### config.mk
export PLATFORM = sky130hd
export DESIGN_NAME = nmea_rmc_time_extractor_core
export DESIGN_NICKNAME = d
export VERILOG_FILES = /design/src/nrte_pkg.sv /design/src/nrte_step.sv /design/src/nmea_rmc_time_extractor_core.sv
export SDC_FILE = /design/constraint.sdc
export NUM_CORES = 1
export LEC_CHECK = 0
export BUFFER_PORTS_ARGS = -buffer_cell sky130_fd_sc_hd__buf_2
export CELL_PAD_IN_SITES_DETAIL_PLACEMENT = 0
export CELL_PAD_IN_SITES_GLOBAL_PLACEMENT = 1
export CORE_UTILIZATION = 50
export CTS_BUF_LIST = sky130_fd_sc_hd__clkbuf_8 sky130_fd_sc_hd__clkbuf_16
export DETAILED_ROUTE_END_ITERATION = 16
export PLACE_DENSITY_LB_ADDON = 0.1
export SLEW_MARGIN = 15
export SYNTH_ARGS = -nofsm -noshare
export SYNTH_HDL_FRONTEND = slang
export SYNTH_HIERARCHICAL = 1
export SYNTH_SLANG_ARGS = --single-unit
### constraint.sdc
create_clock -name aclk -period 13.74 [get_ports aclk]
set_input_delay 0.687 -clock aclk [delete_from_list [all_inputs] [get_ports aclk]]
set_output_delay 0.687 -clock aclk [all_outputs]
set_load 0.02 [all_outputs]
### src/nrte_pkg.sv
package nrte_pkg;

    localparam int POS_W    = 7;
    localparam int STATUS_W = 5;
    localparam int BCD_W    = 24;
    localparam int LATE_W   = 12;

    localparam logic [POS_W-1:0] POS_MAX = 7'd127;

    // Status codes
    localparam logic [STATUS_W-1:0] ST_OK          = 5'd0;
    localparam logic [STATUS_W-1:0] ST_NO_DOLLAR   = 5'd1;
    localparam logic [STATUS_W-1:0] ST_HEADER      = 5'd2;
    localparam logic [STATUS_W-1:0] ST_TIME        = 5'd3;
    localparam logic [STATUS_W-1:0] ST_PREFIX_BASE = 5'd4;
    localparam logic [STATUS_W-1:0] ST_COMMA_BASE  = 5'd9;
    localparam logic [STATUS_W-1:0] ST_LAST        = 5'd20;

    localparam logic [7:0] CH_DOLLAR = 8'h24;
    localparam logic [7:0] CH_COMMA  = 8'h2C;
    localparam logic [7:0] CH_DOT    = 8'h2E;
    localparam logic [7:0] CH_ZERO   = 8'h30;
    localparam logic [7:0] CH_NINE   = 8'h39;
    localparam logic [7:0] CH_NUL    = 8'h00;

    // Layout: end of header, time, prefix; date span
    localparam logic [POS_W-1:0] HDR_END    = 7'd6;
    localparam logic [POS_W-1:0] TIME_END   = 7'd12;
    localparam logic [POS_W-1:0] PREFIX_BEG = 7'd13;
    localparam logic [POS_W-1:0] PREFIX_END = 7'd17;
    localparam logic [POS_W-1:0] DATE_BEG   = 7'd58;
    localparam logic [POS_W-1:0] DATE_END   = 7'd63;
    localparam int               DATE_BIT   = 11;
    localparam int               N_COMMA    = 7;
    localparam int               N_DOT      = 4;

    // Padded to eight entries so a 3-bit index never runs off the end
    localparam logic [7:0] HEADER_CHARS [8] = '{
        8'h24, 8'h47, 8'h50, 8'h52, 8'h4D, 8'h43, 8'h2C, 8'h00};
    localparam logic [7:0] PREFIX_CHARS [8] = '{
        8'h2E, 8'h30, 8'h2C, 8'h41, 8'h2C, 8'h00, 8'h00, 8'h00};
    localparam logic [POS_W-1:0] COMMA_POS [N_COMMA] = '{
        7'd28, 7'd30, 7'd42, 7'd44, 7'd57, 7'd64, 7'd70};
    localparam logic [POS_W-1:0] DOT_POS [N_DOT] = '{
        7'd22, 7'd36, 7'd55, 7'd68};

    typedef struct packed {
        logic                 dollar_seen;
        logic [POS_W-1:0]     char_position;
        logic [STATUS_W-1:0]  early_error;
        logic [LATE_W-1:0]    late_fail_mask;
        logic [BCD_W-1:0]     time_digits;
        logic [BCD_W-1:0]     date_digits;
    } nrte_state_t;

    localparam nrte_state_t STATE_INIT = '{
        dollar_seen:    1'b0,
        char_position:  '0,
        early_error:    ST_OK,
        late_fail_mask: '1,
        time_digits:    '0,
        date_digits:    '0
    };

    function automatic logic is_digit(input logic [7:0] c);
        return (c >= CH_ZERO) && (c <= CH_NINE);
    endfunction

    // Digit value, or 0xF for anything else
    function automatic logic [3:0] digit_nibble(input logic [7:0] c);
        logic [7:0] d;
        d = c - CH_ZERO;
        return is_digit(c) ? d[3:0] : 4'hF;
    endfunction

    // Code of the first early check at a position (0..17)
    function automatic logic [STATUS_W-1:0] early_code(input logic [POS_W-1:0] pos);
        logic [POS_W-1:0] d;
        d = pos - 7'd9;
        if (pos <= HDR_END) begin
            return ST_HEADER;
        end else if (pos <= TIME_END) begin
            return ST_TIME;
        end
        return d[STATUS_W-1:0];
    endfunction

endpackage

### src/nrte_step.sv
module nrte_step
    import nrte_pkg::*;
(
    input  nrte_state_t          cur,
    input  logic [7:0]           char_in,
    output nrte_state_t          nxt,
    output logic [STATUS_W-1:0]  status
);

    logic             do_check;
    logic             ok;
    logic [POS_W-1:0] pos;
    logic [POS_W-1:0] pre_idx;
    logic [STATUS_W-1:0] late_code;
    logic             date_ok;

    assign pre_idx = pos - PREFIX_BEG;

    always_comb begin
        nxt      = cur;
        do_check = 1'b0;
        pos      = '0;
        ok       = 1'b1;
        date_ok  = 1'b1;

        if (!cur.dollar_seen) begin
            if (cur.early_error == ST_OK) begin
                if (char_in == CH_DOLLAR) begin
                    nxt.dollar_seen   = 1'b1;
                    nxt.char_position = '0;
                    do_check          = 1'b1;
                end else if (char_in == CH_NUL) begin
                    nxt.early_error = ST_NO_DOLLAR;
                end
            end
        end else begin
            pos = (cur.char_position == POS_MAX) ? POS_MAX : cur.char_position + 7'd1;
            nxt.char_position = pos;
            do_check          = 1'b1;
        end

        if (do_check) begin
            if (pos <= HDR_END) begin
                ok = (char_in == HEADER_CHARS[pos[2:0]]);
            end else if (pos <= TIME_END) begin
                ok = is_digit(char_in);
                nxt.time_digits = {cur.time_digits[BCD_W-5:0], digit_nibble(char_in)};
            end else if (pos <= PREFIX_END) begin
                ok = (char_in == PREFIX_CHARS[pre_idx[2:0]]);
            end
            if (!ok && cur.early_error == ST_OK) begin
                nxt.early_error = early_code(pos);
            end

            for (int i = 0; i < N_COMMA; i++) begin
                if (pos == COMMA_POS[i]) begin
                    nxt.late_fail_mask[i] = (char_in != CH_COMMA);
                end
            end
            for (int i = 0; i < N_DOT; i++) begin
                if (pos == DOT_POS[i]) begin
                    nxt.late_fail_mask[N_COMMA+i] = (char_in != CH_DOT);
                end
            end

            if (pos >= DATE_BEG && pos <= DATE_END) begin
                nxt.date_digits = {cur.date_digits[BCD_W-5:0], digit_nibble(char_in)};
                if (pos == DATE_END) begin
                    // non-digits are held as 0xF, so any nibble above 9 fails
                    for (int i = 0; i < BCD_W/4; i++) begin
                        if (nxt.date_digits[4*i +: 4] > 4'd9) begin
                            date_ok = 1'b0;
                        end
                    end
                    nxt.late_fail_mask[DATE_BIT] = !date_ok;
                end
            end
        end
    end

    // Lowest failed late check wins
    always_comb begin
        late_code = ST_OK;
        for (int i = LATE_W - 1; i >= 0; i--) begin
            if (nxt.late_fail_mask[i]) begin
                late_code = ST_COMMA_BASE + STATUS_W'(i);
            end
        end
    end

    always_comb begin
        if (!nxt.dollar_seen) begin
            status = ST_NO_DOLLAR;
        end else if (nxt.early_error != ST_OK) begin
            status = nxt.early_error;
        end else if (nxt.char_position < PREFIX_END) begin
            status = early_code(nxt.char_position + 7'd1);
        end else begin
            status = late_code;
        end
    end

endmodule

### src/nmea_rmc_time_extractor_core.sv
// Channel | Dir | tdata (low bit up)                          | tlast
// s_      | in  | line_byte[7:0]                              | line_last
// m_      | out | status[4:0], time_bcd[28:5], date_bcd[52:29] | -
//
// One byte per cycle sustained, except while a last byte waits on a stalled m_ side.
// Each byte goes through an input register, then one pass of position compares
// that updates the line state and, on the last byte, loads the result register.
// The state returns to its initial value after the last byte of a line.
// aresetn (synchronous) clears valid flags and line state; data registers keep theirs.
// A stalled m_ side holds the pending result; bytes without tlast keep flowing.
module nmea_rmc_time_extractor_core
    import nrte_pkg::*;
(
    input  logic        aclk,
    input  logic        aresetn,
    input  logic        s_tvalid,
    output logic        s_tready,
    input  logic [7:0]  s_tdata,   // line_byte[7:0]
    input  logic        s_tlast,   // line_last
    output logic        m_tvalid,
    input  logic        m_tready,
    output logic [55:0] m_tdata    // status[4:0], time_bcd[28:5], date_bcd[52:29], zero pad
);

    logic        in_valid_reg;
    logic [7:0]  in_byte_reg;
    logic        in_last_reg;
    nrte_state_t state_reg;
    nrte_state_t state_next;
    logic [STATUS_W-1:0] status_next;
    logic        m_valid_reg;
    logic [55:0] m_data_reg;
    logic        advance;
    logic        result_ok;

    assign advance  = in_valid_reg && (!in_last_reg || !m_valid_reg || m_tready);
    assign s_tready = !in_valid_reg || advance;
    assign result_ok = (status_next == ST_OK);

    nrte_step u_step (
        .cur     (state_reg),
        .char_in (in_byte_reg),
        .nxt     (state_next),
        .status  (status_next)
    );

    always_ff @(posedge aclk) begin
        if (!aresetn) begin
            in_valid_reg <= 1'b0;
            state_reg    <= STATE_INIT;
            m_valid_reg  <= 1'b0;
        end else begin
            if (s_tready) begin
                in_valid_reg <= s_tvalid;
            end
            if (advance) begin
                state_reg <= in_last_reg ? STATE_INIT : state_next;
            end
            if (advance && in_last_reg) begin
                m_valid_reg <= 1'b1;
            end else if (m_tready) begin
                m_valid_reg <= 1'b0;
            end
        end
    end

    always_ff @(posedge aclk) begin
        if (s_tready && s_tvalid) begin
            in_byte_reg <= s_tdata;
            in_last_reg <= s_tlast;
        end
        if (advance && in_last_reg) begin
            m_data_reg <= {3'b000,
                           result_ok ? state_next.date_digits : {BCD_W{1'b0}},
                           result_ok ? state_next.time_digits : {BCD_W{1'b0}},
                           status_next};
        end
    end

    assign m_tvalid = m_valid_reg;
    assign m_tdata  = m_data_reg;

`ifndef SYNTHESIS
    a_reset_after_line: assert property (@(posedge aclk) disable iff (!aresetn)
        advance && in_last_reg |=> !state_reg.dollar_seen && state_reg.late_fail_mask == '1
            && state_reg.early_error == ST_OK)
        else $error("line state not cleared after last byte");

    a_pos_idle: assert property (@(posedge aclk) disable iff (!aresetn)
        !state_reg.dollar_seen |-> state_reg.char_position == '0)
        else $error("position moved before a dollar");

    a_status_range: assert property (@(posedge aclk) disable iff (!aresetn)
        m_valid_reg |-> m_data_reg[4:0] <= ST_LAST)
        else $error("status code out of range");

    a_fields_zero: assert property (@(posedge aclk) disable iff (!aresetn)
        m_valid_reg && m_data_reg[4:0] != ST_OK |-> m_data_reg[52:5] == '0)
        else $error("time or date shown with failing status");

    a_no_drop: assert property (@(posedge aclk) disable iff (!aresetn)
        m_valid_reg && !m_tready |=> m_valid_reg)
        else $error("pending result lost");
`endif

endmodule
==> results of run 1 <==
[cell families (layout without fill, tap and decap cells)]
family / Yosys count / in the layout / synth area share (%)
muxes: 33 / 33 / 4.862
xor gates and xnor gates: 10 / 10 / 1.182
and+or+nand+nor: 285 / 285 / 19.94
DFF: 137 / 137 / 45.38
AOI/OAI and AO/OA: 205 / 205 / 21.31
other: 1 / 3 / 0.05060
adders and majority gates: 10 / 10 / 1.688
buffers and inverters: 92 / 140 / 5.588
[layout by cell type, fill, tap and decap left out, types with 10 or more instances in the layout]
master	instances
a21oi_1	23
a22o_1	62
and2_1	55
buf_2	67
clkbuf_16	17
dfxtp_1	75
edfxtp_1	62
ha_1	10
inv_1	37
mux2_2	24
nand2_1	90
nand2b_1	12
nand3_1	19
nor2_1	40
nor3_1	10
o21ai_0	27
o22a_1	13
[worst max-delay path, cell delays in order, from the launching register on]
cell	delay [ps]
dfxtp_1	640
ha_1	670
nand3_1	350
nor2_1	250
o21ai_1	230
ha_1	360
ha_1	370
nand2b_1	170
o32a_1	290
a221o_1	350
a2111oi_4	350
nor4_2	120
a31oi_1	300
inv_1	100
a221oi_1	260
a211oi_1	110
or4_4	520
nor2_4	680
and2_1	240
[worst max path at each step]
stage | slack, ps | endpoint | from
2_1_floorplan | 8930 | m_tdata[32] | state_reg[65]
3_3_place_gp | 7600 | m_tdata[46] | state_reg[65]
3_5_place_dp | 7300 | m_tdata[43] | state_reg[65]
4_1_cts | 7280 | m_tdata[49] | state_reg[65]
5_1_grt | 6610 | m_tdata[35] | state_reg[65]
6_report | 7220 | m_tdata[43] | state_reg[65]
[through the flow]
| step | setup WS [ps] | instance area (um^2) | hold slack [ps] | total power (W) | utilization [%] |
|---|---|---|---|---|---|
| after CTS | 7277 | 8287 | 431.3 | 0.0008841 | 57.23 |
| after global placement | 7597 | 7761 | 439.1 | 0.0004805 | 53.60 |
| final | 7217 | 8287 | 450.1 | 0.0008741 | 57.23 |
| after detailed placement | 7305 | 7761 | 449.1 | 0.0004809 | 53.60 |
| after floorplan | 8926 | 7418 | 430.7 | 0.0004685 | - |
| after global routing | 6611 | 8287 | 430.9 | 0.0009042 | 57.23 |
[synth_stat cells (7+ instances only)]
library cell	instances
nor2b_1	7
nand3_1	19
o22a_1	13
and2_1	55
a31oi_1	9
edfxtp_1	62
buf_2	17
nand2_1	91
nor2_1	41
nor4_1	8
or3_1	7
nand4_1	9
mux2_2	24
clkbuf_1	28
nand2b_1	12
a22o_1	62
mux2i_1	9
o21ai_0	27
nor3_1	10
a211oi_1	8
a21oi_1	24
inv_1	34
ha_1	10
dfxtp_1	75
[where the power goes]
part	internal, W	switching, W	total, W	leakage (nW)
clock network	0.000233	0.000170	0.000402	0.261
logic	0.00000928	0.0000242	0.0000334	1.64
registers	0.000433	0.00000594	0.000439	1.12
[per-layer routing]
| layer | GRT usage [%] | vias up | routed length [um] |
|---|---|---|---|
| met4 | 10.54 | 0 | 493 |
| met5 | 0 | - | 0 |
| met1 | 33.82 | 2943 | 8720 |
| met3 | 5.311 | 34 | 906 |
| li1 | - | 2915 | - |
| met2 | 40.94 | 177 | 9215 |
[cell type report]
type,count,area (um^2),share of cell area [%]
tap,184,230.2,2.778
inverter,35,131.4,1.585
sequential,137,3363,40.59
timing repair buffer,73,380.4,4.590
clock buffer,18,439.2,5.300
multi-input combinational,546,3656,44.12
clock inverter,14,86.33,1.042
==> impl_metrics.json, run 1 <==
{
  "die_area_um2": 15310,
  "antenna_left": 0,
  "drc": 0,
  "power.density_nw_per_um2": 105.5,
  "rows": 44,
  "path_clk_slew_ps": 60,
  "syn-cell-area_um2": 7411,
  "dp.final_hpwl_um": 12940,
  "cts_hold_buf": 0,
  "clock_path_buffers": 2,
  "syn_inst": 773,
  "gp_congestion": 0.9156,
  "period_share_pct": 47.47,
  "cts_resized": 0,
  "power.leakage_nw": 3.018,
  "async_flop_share_pct": 0,
  "synth_top_area_share_pct": 25.12,
  "synthDistinctLibCells": 77,
  "post_cts_buffers": 0,
  "wl_per_cell_um": 19.20,
  "crit_path_start_kind": "flip-flop",
  "crit_fanout": 48,
  "insertedDiodeCount": 0,
  "drtIter0Drc": 439,
  "worstMarginPinSlew_ps": 948.1,
  "root_buffer": "clkbuf_16",
  "h-tree-depth": 4,
  "synth_edf_count": 62,
  "clock_sinks": 137,
  "drive_above_1_share_pct": 17.01,
  "first_pass_iters": 5,
  "final_nets": 833,
  "cts_tree": "yes",
  "reg2reg_from": "state_reg[65]",
  "antenna_found_initial": 0,
  "place_inst": 975,
  "numPortBuffers": 67,
  "period_needed_ps": 6523,
  "min_path_type": "primary input to flip-flop",
  "die_h_um": 123.7,
  "rr_worst_depth": 18,
  "num_vias": 6069,
  "critPathKind": "flip-flop to flip-flop",
  "critPathRequiredTime_ps": 14020,
  "ios": 71,
  "grt_max_degree": 62,
  "maxCapViolCount": 0,
  "ys_seq_area_share_pct": 45.38,
  "vias_per_cell": 6.027,
  "largest_reg_flops": 73,
  "hp-start": "s_tdata[0]",
  "fin_cells": 1007,
  "ir_drop_uv": 99.57,
  "holdPathStages": 1,
  "timing.rr.end": "m_tdata[43]",
  "slew_headroom_pct": 36.50,
  "ys_ff_latch": 137,
  "die-width_um": 123.7,
  "synth_flop_cell": "dfxtp_1",
  "routed_wl_um": 19340,
  "nFillCells": 1294,
  "outcome": "completed",
  "clock.fmax_mhz": 153.3,
  "grt_first_pass_wirelength_um": 29910,
  "hold_viol": 0,
  "avgSynthCellArea_um2": 9.587,
  "setup_viol": 0,
  "netlist_top_cells_area": "edfxtp_1 25%, dfxtp_1 20%, a22o_1 7.3%, and2_1 4.6%, nand2_1 4.6%",
  "r2r_slack_ps": 7220,
  "yosys_warnings": 6,
  "core-area_um2": 14480,
  "grt_setup_unrepaired": "no",
  "holdPathEnd": "in_byte_reg[0]",
  "initial_core_util_pct": 51.18,
  "grt_pass1_vias": 5652,
  "fin_setup_tns_ps": 0,
  "synth.largest_area_cell": "edfxtp_1",
  "cts_made_buffers": 17,
  "cp.arrival_ps": 6800,
  "cp-end-kind": "flip-flop",
  "syn2layout_area_growth_pct": 11.82,
  "grt_overflow_total": 0,
  "slew_violations": 0,
  "grt_usage_pct": 25.69,
  "clkLatencyLatePin_ps": 410,
  "skew_ps": 7.233
}
Note: power is estimated with default switching activity, not from simulation.
==> inputs of run 2 (changes only) <==
Settings changed: CORE_UTILIZATION 50 to 42.
Clock period 13.74 ns to 5.95 ns, I/O delays scaled along.
==> run 2 against run 1 <==
Register-to-register slack got worse by 6700 ps; worst setup slack lost 6700 ps; power is 140% higher; combinational power up 140%; sequential share of layout area decreased by 1.2 points; critical endpoint is now m_tdata[15]; largest power group is now the clock network.
==> impl_metrics.json, run 2 (synthesized netlist as in run 1, its figures left out) <==
{
  "crit_fanout": 24,
  "drtIter0Drc": 407,
  "clkLatencyLatePin_ps": 420,
  "core-area_um2": 17240,
  "power.leakage_nw": 3.127,
  "slew_violations": 0,
  "root_buffer": "clkbuf_16",
  "critPathMaxStageDelay_ps": 570,
  "final_util_pct": 49.56,
  "period_share_pct": 91.37,
  "final_nets": 852,
  "crit_slowest_cell": "or4_4",
  "cp-end-kind": "flip-flop",
  "grt_usage_pct": 22.60,
  "insertedDiodeCount": 0,
  "period_needed_ps": 5436,
  "worstMarginPinSlew_ps": 737.5,
  "cts_tree": "yes",
  "fin_cells": 1067,
  "dp.final_hpwl_um": 13810,
  "hold_viol": 0,
  "skew_ps": 12.45,
  "ir_drop_uv": 197.2,
  "clock_path_buffers": 2,
  "die-width_um": 134.8,
  "antenna_found_initial": 0,
  "numPortBuffers": 67,
  "antenna_left": 0,
  "drc": 0,
  "routed_wl_um": 20370,
  "critPathKind": "flip-flop to flip-flop",
  "grt_overflow_total": 0,
  "clock.fmax_mhz": 184.0,
  "num_vias": 6165,
  "final_cell_mix": "90 x nand2_1, 75 x dfxtp_1, 67 x buf_2, 62 x a22o_1, 62 x edfxtp_1",
  "wl_per_cell_um": 19.09,
  "layout.cells.most_common": "nand2_1",
  "grt_pass1_vias": 5734,
  "fin_setup_tns_ps": 0,
  "power.density_nw_per_um2": 246.7,
  "cts_made_buffers": 17,
  "grt_setup_unrepaired": "no",
  "ios": 71,
  "critPathRequiredTime_ps": 6240,
  "grt_max_degree": 62,
  "worstPathCellList": "ha_1 > nand3_1 > nor2_1 > o21ai_1 > ha_1 > ha_1 > nand2b_1 > o32a_1 > a221o_1 > a2111oi_4 > nor4_2 > a31oi_1 > inv_1 > a221oi_1 > a211oi_1 > or4_4 > nor2_4 > and2_1",
  "first_pass_iters": 5,
  "path_clk_slew_ps": 60,
  "min_path_type": "primary input to flip-flop",
  "syn2layout_area_growth_pct": 15.28,
  "clock_sinks": 137,
  "die_area_um2": 18180,
  "maxCapViolCount": 0,
  "cp_num_buf_inv": 1,
  "gp_congestion": 0.9762,
  "initial_core_util_pct": 43.00,
  "largest_reg_flops": 73,
  "grt_first_pass_wirelength_um": 31440,
  "h-tree-depth": 4,
  "crit_family": "simple AND/OR/NAND/NOR gates",
  "vias_per_cell": 5.778,
  "rows": 48,
  "place_inst": 1034,
  "crit_path_start_kind": "flip-flop",
  "setup_viol": 0,
  "slew_headroom_pct": 50.83,
  "outcome": "completed",
  "drive_above_1_share_pct": 19.71,
  "cp.arrival_ps": 5730,
  "post_cts_buffers": 0,
  "die_h_um": 134.8,
  "cp_common_cell": "ha_1"
}
-- run 2: changes by cell type in the layout (fill, tap and decap cells not counted), sizes merged --
cell,before,now
buf,73,91
bufinv,0,1
clkbuf,18,17
clkinv,7,5
inv,39,41
nor2,42,43
-- run 2: repair_timing --
action / 4_1_cts / 5_1_grt
endpoints found under the setup margin: 0 / 48
endpoints found under the hold margin: 0 / 0
resized for setup: 0 / 3
hold buffers: 0 / 0
-- run 2: metrics by stage --
step	worst slack [ps]	cell area, um^2	hold slack, ps	total power (W)
2_1_floorplan	1136	7418	396.4	0.001082
5_1_grt	113.9	8543	24.11	0.002173
3_5_place_dp	409.3	7948	451.3	0.001111
3_3_place_gp	446.7	7948	445.8	0.001111
4_1_cts	384.9	8516	28.43	0.002127
6_report	513.7	8543	48.30	0.002108
-- run 2: worst paths after layout --
| check | slack, ps | depth (start not counted) | to | startpoint |
|---|---|---|---|---|
| max | 510 | 18 | m_tdata[15] | state_reg[66] |
| min | 50 | 1 | in_byte_reg[6] | s_tdata[6] |
| max reg2reg | 510 | 18 | m_tdata[15] | state_reg[66] |
| min reg2reg | 460 | 1 | state_reg[50] | state_reg[50] |
-- run 2: final cells by class --
cell class	count	area [um^2]
clock buffers	17	425.4
clock inverters	15	142.6
fillers	1637	8693
inverters	35	131.4
multi-input cells	547	3684
flip-flops and latches	137	3363
well taps	225	281.5
repair buffers	91	515.5
-- run 2: per-layer routing --
metal / global-route usage [%] / up-vias / part of all wire [%]
met5: 0 / - / 0
met4: 10.17 / 0 / 3.3
met3: 5.255 / 40 / 4.9
met2: 35.48 / 185 / 47
met1: 29.56 / 2972 / 45
li1: - / 2968 / -
-- run 2: where the power goes --
| part | switching, W | internal, W |
|---|---|---|
| combinational | 0.0000573 | 0.0000221 |
| sequential | 0.0000125 | 0.000998 |
| clock | 0.000434 | 0.000583 |
==> inputs of run 3 (changes only) <==
Settings changed: BUFFER_PORTS_ARGS -buffer_cell sky130_fd_sc_hd__buf_2 to -buffer_cell sky130_fd_sc_hd__buf_4.
==> run 3 against run 2 <==
Clock power hardly changed; global-route usage hardly changed; combinational power is 11% higher; maximum frequency is 1.2% higher; critical path type unchanged; largest power group is now sequential cells.
==> impl_metrics.json, run 3 (synthesized netlist as in run 1, its figures left out) <==
{
  "grt_first_pass_wirelength_um": 31590,
  "critPathKind": "flip-flop to flip-flop",
  "routed_wl_um": 19790,
  "post-route-worst-setup-slack_ps": 575.8,
  "cts_tree": "yes",
  "layout.cells.most_common": "buf_4",
  "gp_congestion": 0.8951,
  "root_buffer": "clkbuf_16",
  "dp.final_hpwl_um": 13640,
  "hp-start": "s_tdata[3]",
  "power.leakage_nw": 3.261,
  "numPortBuffers": 67,
  "critPathRequiredTime_ps": 6230,
  "num_vias": 6116,
  "holdPathEnd": "in_byte_reg[3]",
  "cts_hold_buf": 0,
  "power.density_nw_per_um2": 241.3,
  "final_design_area_no_fill_um2": 8758,
  "grt_overflow_total": 0,
  "maxCapViolCount": 0,
  "vias_per_cell": 5.684,
  "setup_viol": 0,
  "power.switching_w": 0.0005008,
  "worstMarginPinSlew_ps": 1141,
  "antenna_left": 0,
  "final_cell_mix": "101 x buf_4, 90 x nand2_1, 75 x dfxtp_1, 62 x a22o_1, 62 x edfxtp_1",
  "holdPathStages": 1,
  "path_clk_slew_ps": 60,
  "grt_usage_pct": 22.56,
  "seqPwrFrac_pct": 47.9,
  "clock.fmax_mhz": 186.1,
  "rows": 48,
  "final_nets": 861,
  "antenna_found_initial": 0,
  "period_needed_ps": 5374,
  "post_cts_buffers": 0,
  "die_h_um": 134.8,
  "grt_setup_unrepaired": "no",
  "outcome": "completed",
  "reg2reg_from": "state_reg[69]",
  "drc": 0,
  "fin_setup_tns_ps": 0,
  "clkPwrFrac_pct": 48.0,
  "rr_worst_depth": 16,
  "clock_path_buffers": 2,
  "grt_pass1_vias": 5951,
  "cts_resized": 0,
  "slew_headroom_pct": 23.55,
  "place_ws_ps": 586.1,
  "placed_area_um2": 8190,
  "timing.rr.end": "m_tdata[42]",
  "h-tree-depth": 4,
  "drive_above_1_share_pct": 19.98,
  "slew_violations": 0,
  "core-area_um2": 17240,
  "drtIter0Drc": 344,
  "wl_per_cell_um": 18.40,
  "skew_ps": 10.41,
  "die_area_um2": 18180,
  "cts_made_buffers": 17,
  "min_path_type": "primary input to flip-flop",
  "clkLatencyLatePin_ps": 420,
  "die-width_um": 134.8,
  "hold_viol": 0,
  "intPower_w": 0.001612,
  "cp-end-kind": "flip-flop",
  "r2r_slack_ps": 580,
  "fin_hold_ws_ps": 49.02,
  "first_pass_iters": 5,
  "cp.arrival_ps": 5660,
  "crit_fanout": 48,
  "largest_reg_flops": 73,
  "p_comb_share_pct": 4.2,
  "p_total_w": 0.002113,
  "ios": 71,
  "swShare_pct": 23.70,
  "initial_core_util_pct": 43.00,
  "clock_sinks": 137,
  "insertedDiodeCount": 0,
  "crit_path_start_kind": "flip-flop",
  "syn2layout_area_growth_pct": 18.18,
  "grt_max_degree": 62,
  "period_share_pct": 90.32,
  "ir_drop_uv": 229.9
}
## run 3: cell count changes in the layout (fill, tap and decap cells not counted), sizes merged
cell      before  now
buf           91  101
clkinv         5    6
clkinvlp       3    2
nor2          43   42
## run 3: critical path, stage by stage (launching register included)
cell and delay [ps]:
dfxtp_1 530, nand3_1 270, nor2_1 270, o21ai_1 120, ha_1 290, ha_1 220, or3_1 320, a221o_1 350
a221o_1 300, a2111oi_4 330, a211oi_1 130, o22ai_1 210, inv_1 90, a311o_1 360, or4_4 560, nor2_4 640
and2_1 240
## run 3: metrics by stage
| step | util [%] | instances |
|---|---|---|
| finish | 50.81 | 1076 |
| global route | 50.81 | 1076 |
| CTS | 50.81 | 1076 |
| detailed placement | 47.52 | 1044 |
| global placement | 47.52 | 1044 |
| floorplan | - | 775 |
## run 3: layout make-up
cell class | instances | area (um^2)
tap | 225 | 281.5
clock buffer | 17 | 425.4
fill | 1575 | 8478
timing repair buffer | 101 | 758.2
clock inverter | 15 | 142.6
inverter | 35 | 131.4
multi-input combinational | 546 | 3656
sequential | 137 | 3363
## run 3: layer usage
| metal | wire [um] | vias up | share of wire, % | global-route usage (%) |
|---|---|---|---|---|
| met5 | 0 | - | 0 | 0 |
| met4 | 500 | 0 | 2.5 | 9.363 |
| met3 | 816 | 37 | 4.1 | 4.017 |
| met2 | 9344 | 168 | 47 | 36.17 |
| met1 | 9132 | 2930 | 46 | 29.98 |
| li1 | - | 2981 | - | - |
## run 3: power groups by stage
stage	clock network (W)	logic, W	registers (W)
4_1_cts	0.00103	0.0000892	0.00101
3_5_place_dp	0	0.0000890	0.00103
3_3_place_gp	0	0.0000877	0.00103
5_1_grt	0.00107	0.0000938	0.00101
6_report	0.00101	0.0000880	0.00101
2_1_floorplan	0	0.0000376	0.00104
## run 3: worst max-delay path by stage
| stage | start | to | slack, ps | depth (start not counted) |
|---|---|---|---|---|
| 2_1_floorplan | state_reg[65] | m_tdata[32] | 1140 | 19 |
| 3_3_place_gp | state_reg[69] | m_tdata[51] | 630 | 17 |
| 3_5_place_dp | state_reg[69] | m_tdata[42] | 590 | 16 |
| 4_1_cts | state_reg[69] | m_tdata[42] | 550 | 16 |
| 5_1_grt | in_byte_reg[4] | m_tdata[48] | 150 | 15 |
| 6_report | state_reg[69] | m_tdata[42] | 580 | 16 |
